**config.mk**
```make
export PLATFORM = sky130hd
export DESIGN_NAME = qpf_wmean
export DESIGN_NICKNAME = d
export VERILOG_FILES = /design/src/sv/qrs_preprocess_filter_chain_top_defines.svh /design/src/sv/qpf_pkg.sv /design/src/sv/qpf_wmean.sv
export SDC_FILE = /design/constraint.sdc
export NUM_CORES = 2
export LEC_CHECK = 0
export ABC_CLOCK_PERIOD_IN_PS = 28300
export BUFFER_PORTS_ARGS = -buffer_cell sky130_fd_sc_hd__buf_4
export CAP_MARGIN = 20
export CORE_UTILIZATION = 50
export DETAILED_ROUTE_END_ITERATION = 8
export GPL_TIMING_DRIVEN = 0
export PLACE_DENSITY = 0.66
export SYNTH_ARGS = -nofsm -noshare
export SYNTH_HDL_FRONTEND = slang
export SYNTH_SLANG_ARGS = --single-unit
```
**constraint.sdc**
```tcl
create_clock -name i_clk -period 28.3 [get_ports i_clk]
set_input_delay 2.83 -clock i_clk [delete_from_list [all_inputs] [get_ports i_clk]]
set_output_delay 2.83 -clock i_clk [all_outputs]
set_load 0.02 [all_outputs]
```
**src/sv/qrs_preprocess_filter_chain_top_defines.svh**
```systemverilog
// Assertion macros shared by the filter chain RTL.
`ifndef QRS_PREPROCESS_FILTER_CHAIN_TOP_DEFINES_SVH
`define QRS_PREPROCESS_FILTER_CHAIN_TOP_DEFINES_SVH

// The consequent must hold in the same cycle as the antecedent.
`define QPF_ASSERT_NOW(lbl, clk, rst_n, ante, cons) \
    lbl: assert property (@(posedge clk) disable iff (!rst_n) (ante) |-> (cons)) \
        else $error("filter chain check failed");

// The consequent must hold in the cycle after the antecedent.
`define QPF_ASSERT_NEXT(lbl, clk, rst_n, ante, cons) \
    lbl: assert property (@(posedge clk) disable iff (!rst_n) (ante) |=> (cons)) \
        else $error("filter chain check failed");

`endif

```
**src/sv/qpf_pkg.sv**
```systemverilog
package qpf_pkg;

    // Delay line depths and the fixed shifts of the first three stages.
    localparam int unsigned LpDepth  = 12;
    localparam int unsigned HpDepth  = 32;
    localparam int unsigned SlDepth  = 4;
    localparam int unsigned LpShift  = 5;
    localparam int unsigned HpShift  = 5;
    localparam int unsigned SlShift  = 3;

    // The stage outputs that travel together down the pipeline.
    typedef struct packed {
        logic [31:0] lp;
        logic [31:0] hp;
        logic [31:0] sl;
        logic [31:0] sq;
    } t_res;

    // Load strobes for the four stages of the window mean unit.
    typedef struct packed {
        logic sum_ld;
        logic mag_ld;
        logic prod_ld;
        logic rem_ld;
    } t_wm_ctl;

    // Signed division by a power of two that truncates toward zero.
    function automatic logic [31:0] f_div_pow2(input logic [31:0] v, input int unsigned sh);
        logic [31:0] bias;
        begin
            bias = v[31] ? ((32'd1 << sh) - 32'd1) : 32'd0;
            return 32'($signed(v + bias) >>> sh);
        end
    endfunction

endpackage

```
**src/sv/qpf_wmean.sv**
```systemverilog
module qpf_wmean
    import qpf_pkg::*;
#(
    parameter int unsigned WINDOW_LEN = 30
) (
    input  logic        i_clk,
    input  logic        i_rst_n,
    input  t_wm_ctl     i_ctl,
    input  logic [31:0] i_sq,
    output logic [31:0] o_mean
);

    // Reciprocal of the window length, scaled by 2^32. With a magnitude of at most
    // 2^31 the scaled product undershoots the true quotient by less than one.
    localparam logic [63:0] WinRecip64 = (64'd1 << 32) / WINDOW_LEN;
    localparam logic [31:0] WinRecip   = WinRecip64[31:0];
    // The remainder after the estimate stays below twice the window length.
    localparam int unsigned RemW       = $clog2(2 * WINDOW_LEN);
    localparam logic [RemW-1:0] WinLenR = RemW'(WINDOW_LEN);

    logic [31:0] r_win [0:WINDOW_LEN-2];
    logic [31:0] r_acc;
    logic [31:0] r_sum;
    logic        r_neg7;
    logic [31:0] r_mag7;
    logic        r_neg8;
    logic [RemW-1:0] r_mag8;
    logic [31:0] r_q0;
    logic        r_neg9;
    logic [31:0] r_q9;
    logic [RemW-1:0] r_rem;

    logic [31:0] n_sum;
    logic [31:0] n_acc;
    logic [63:0] n_prod;
    logic [RemW-1:0] n_rem;
    logic [31:0] n_q;

    // Running sum of the stored squares plus the new one; the oldest drops out.
    assign n_sum = i_sq + r_acc;
    assign n_acc = n_sum - r_win[WINDOW_LEN-2];

    always_ff @(posedge i_clk) begin
        if (!i_rst_n) begin
            r_acc <= 32'd0;
            for (int i = 0; i < WINDOW_LEN - 1; i++) begin
                r_win[i] <= 32'd0;
            end
        end else if (i_ctl.sum_ld) begin
            r_acc    <= n_acc;
            r_win[0] <= i_sq;
            for (int i = WINDOW_LEN - 2; i > 0; i--) begin
                r_win[i] <= r_win[i-1];
            end
        end
    end

    // Quotient estimate by reciprocal multiplication, then a one-step correction.
    assign n_prod = {32'd0, r_mag7} * {32'd0, WinRecip};
    assign n_rem  = r_mag8 - RemW'(r_q0[RemW-1:0] * WinLenR);

    always_ff @(posedge i_clk) begin
        if (i_ctl.sum_ld) begin
            r_sum <= n_sum;
        end
        if (i_ctl.mag_ld) begin
            r_neg7 <= r_sum[31];
            r_mag7 <= r_sum[31] ? (32'd0 - r_sum) : r_sum;
        end
        if (i_ctl.prod_ld) begin
            r_neg8 <= r_neg7;
            r_mag8 <= r_mag7[RemW-1:0];
            r_q0   <= n_prod[63:32];
        end
        if (i_ctl.rem_ld) begin
            r_neg9 <= r_neg8;
            r_q9   <= r_q0;
            r_rem  <= n_rem;
        end
    end

    // Final quotient with the sign restored.
    assign n_q    = r_q9 + ((r_rem >= WinLenR) ? 32'd1 : 32'd0);
    assign o_mean = r_neg9 ? (32'd0 - n_q) : n_q;

endmodule

```
==> impl_results.md <==
- Rows: between 100 and 150
- First-pass GRT wire length: about 160000 um
- Final hold slack: 0.417 ns
- Compound-Gate Fraction of Synth Area: about 4.2%
- Nets: between 4k and 5k
- Die ar.: around 110000 sq um
- Resized Gates After CTS: 0
- Synthesized cell area: between 50000 and 60000 sq um
- R2R setup slack: 21.73 ns
- CP Cell Sequence: clkbuf_1 > nand4_1 > nor3_1 > mux2_2 > o31ai_1 > nor3b_1 > nand4_1 > o31ai_1 > nand2_1 > xor2_1 > buf_4
- TritonCTS Buffers: between 100 and 150
- RR Startpoint: r_mag7[2]
- Post-synthesis cell type count: 71
- Initial antenna violation count: 3
- Mux cell area share after synthesis: less than 1%
- Layout Skew: 0.0187 ns
- Worst Hold Depth: 0
- Synth Area in Simple Gates: 14.7%
- Unrepaired setup endpoints after global routing: false
- CP Launch Type: flip-flop
- RR Endpoint: r_q0[26]
- Worst skew pair latency: ~0.68 ns
- Post-DR vias/cell: between 5 and 6
- Crit path capture type: output pin
- YS warnings: 0
- Commonest non-fill, non-tap cells in the layout: edfxtp_1 (1061), and3_1 (941), inv_1 (308), ha_1 (281), clkbuf_1 (240)
- Critical path type: flip-flop to output pin
- Fraction of layout cells with a size suffix above 1: 6.34%
- Post-route ant nets: 0
- CTS Hold Buffers Added: 0
- Family with the most delay on the worst path: simple AND/OR/NAND/NOR gates
- Buffers on Ports: 68
- Synth async-reset ratio: 0%
- GRT Resource Usage Total: 19.5%
- Detailed-placement wirelength estimate: between 70000 and 80000 um
- Fmax: 133 MHz
- Core area: around 100000 sq um
- Fin. Hold Viols: 0
- Max-Cap Viols: 0
- CP Data Required Time: about 25 ns
- Clock root cell: clkbuf_16
- Max-slew headroom: a little over a third
- H-tree depth: 3
- Critical path data arrival time: roughly 4.7 ns
- Drt pass-1 iters: 5
- Clock tree buffer depth: 3
- CP peak stage delay: just under 0.6 ns
- Post-synthesis xor/xnor area fraction: under 10%
- Finish-stage setup viols: 0
- Status: finished clean
- Worst Hold Class: flip-flop to flip-flop
- Seq/Total Area, Yosys: between 60% and 70%
- Chip width: 324 um
- GRT Residual Overflow: 0
- Period utilization: about a quarter
- Pin count of the biggest net entering global routing: approximately 150
- DRC errors left: 0
- R2R depth: 20
- Worst Max-Slew Pin Slew: a little under 1 ns
- GP Congestion: between 0.9 and 1
- Adder-Cell Fraction of Synth Area: ~11%
- Via Count: 29.6k
- Number of global-route vias before repair: a little under 30k
- WL/cell: roughly 18 um
- Initial core utilization: around 50%
- Critical path's slowest cell: nor3_1
- Fill cells: roughly 8.3k
- CP Max Fanout: 8
- Post-Syn Instances: 3846
- Average size of a mapped cell: ~13 sq um
- CTS tree: done
- Largest family of logic cells by synthesized area: simple AND/OR/NAND/NOR gates
- Area Overhead vs Synth: 11.4%
- Die Y-Extent: roughly 320 um
- Synthesized flop and latch total: ~1.1k
- Hold path startpoint: r_q0[25]
- Post-Synthesis Net Count: between 4k and 5k
- Ports: 70
- Clock sink total: 1093
- Commonest non-fill, non-tap cell in the layout: edfxtp_1
- Setup Buffers After CTS: 0
- Hold endpoint: r_q9[25]
- Initial DRC count: 2454
- Post-layout min period: about 7.5 ns
- Slew Limit Fails: 0
- CP bufs+invs: 2
- EDFF count, synth: between 1k and 1.5k
- Clk slew on worst S/H paths: ~0.060 ns
- Ys flop type: edfxtp_1
- Final WL: 101000 um
[registers in the layout, indices dropped and copies added, names as in the netlist]
| signal | count |
|---|---|
| r_rem | 5 |
| r_win | 928 |
| r_q9 | 28 |
| r_neg9 | 1 |
| r_q0 | 28 |
| r_mag7 | 32 |
| r_acc | 32 |
| r_sum | 32 |
| r_neg7 | 1 |
| r_neg8 | 1 |
| r_mag8 | 5 |
[logic make-up after synthesis]
logic type / Yosys count
adder cells (fa/ha/maj): 396
flip-flops: 1093
buffers and inverters: 542
multiplexers: 17
XOR/XNOR: 178
AND/OR/NAND/NOR: 1276
AO/OA/AOI/OAI: 344
[metal layers]
layer  wire (um)  global-route usage [%]  part of all wire (%)  vias up
met5           0                       0                     0        -
met4        1890                    5.08                   1.9        0
met3        4890                    2.86                   4.9      118
met2       49200                    32.9                    49      598
met1       44800                    26.5                    44    14400
li1            -                       -                     -    14500
[how the worst max path moves through the flow]
stage | startpoint | endpoint | depth (start not counted)
after global routing | i_sq[0] | r_acc[30] | 20
after global placement | i_ctl[3] | r_win[0][401] | 5
after floorplan | i_ctl[3] | r_win[0][0] | 4
after detailed placement | i_sq[0] | r_acc[30] | 21
final | r_q9[3] | o_mean[26] | 11
after CTS | r_q9[2] | o_mean[26] | 11
[cell usage after synthesis (all sizes together), types with 3 or more instances]
library cell	count	area, sq um
edfxtp	1061	31900
a221oi	5	43.8
nor3	18	90.1
o21bai	10	75.1
nor2b	24	150
a211oi	8	60.1
o31ai	15	126
a31oi	9	56.3
nand4	17	113
or3	9	56.3
nor4b	3	32.5
inv	309	1160
and2	10	62.6
xnor2	115	1010
o2111ai	5	43.8
ha	281	3520
a21o	52	390
o21a	11	82.6
and4	6	52.6
o211a	4	40.0
a21oi	111	556
nand2b	16	108
o211ai	7	52.6
clkbuf	227	852
mux2i	15	150
nor3b	8	60.1
nand2	108	405
o21ai	80	400
nand3	33	165
dfxtp	32	641
or2	7	43.8
and3	941	5890
nor2	51	191
xor2	62	543
o31a	3	26.3
nor4	8	71.3
buf	6	30.0
or4	12	101
fa	115	2300
[cell type report]
cell class | count | area, sq um | area share (%)
repair buffers | 76 | 701 | 1.21
well taps | 1368 | 1710 | 2.96
plain buffers | 233 | 882 | 1.53
clock buffers | 122 | 2780 | 4.80
multi-input cells | 2211 | 17400 | 30.0
flip-flops and latches | 1093 | 32500 | 56.2
clock inverters | 73 | 731 | 1.26
diodes | 1 | 2.50 | 0.00433
inverters | 309 | 1170 | 2.02
[through the flow]
stage	cell area [sq um]	std cells	setup slack [ns]	utilization [%]	TNS, ns
finish	57800	5486	20.76	56.5	0
global route	57800	5485	20.33	56.5	0
CTS	57800	5485	20.75	56.5	0
detailed placement	54300	5290	20.20	53.1	0
global placement	54100	5282	-2.08	52.9	-1854.70
floorplan	51900	3846	5.65	-	0
[worst register-to-register path: stages, from the launching register on]
cell and delay, ns:
edfxtp_1 0.49, ha_1 0.35, inv_1 0.08, fa_1 0.58, inv_1 0.08, fa_1 0.50
inv_1 0.05, fa_1 0.48, fa_1 0.52, fa_1 0.54, inv_1 0.04, ha_1 0.31
a21oi_1 0.29, o21ai_0 0.17, a311oi_1 0.43, a21oi_1 0.17, a21o_1 0.26, a21o_1 0.20
a221oi_1 0.42, a21oi_1 0.14, xor2_1 0.19
Power is not shown: default switching activity piles up to over one toggle a cycle in this logic, so the estimate is an artifact.
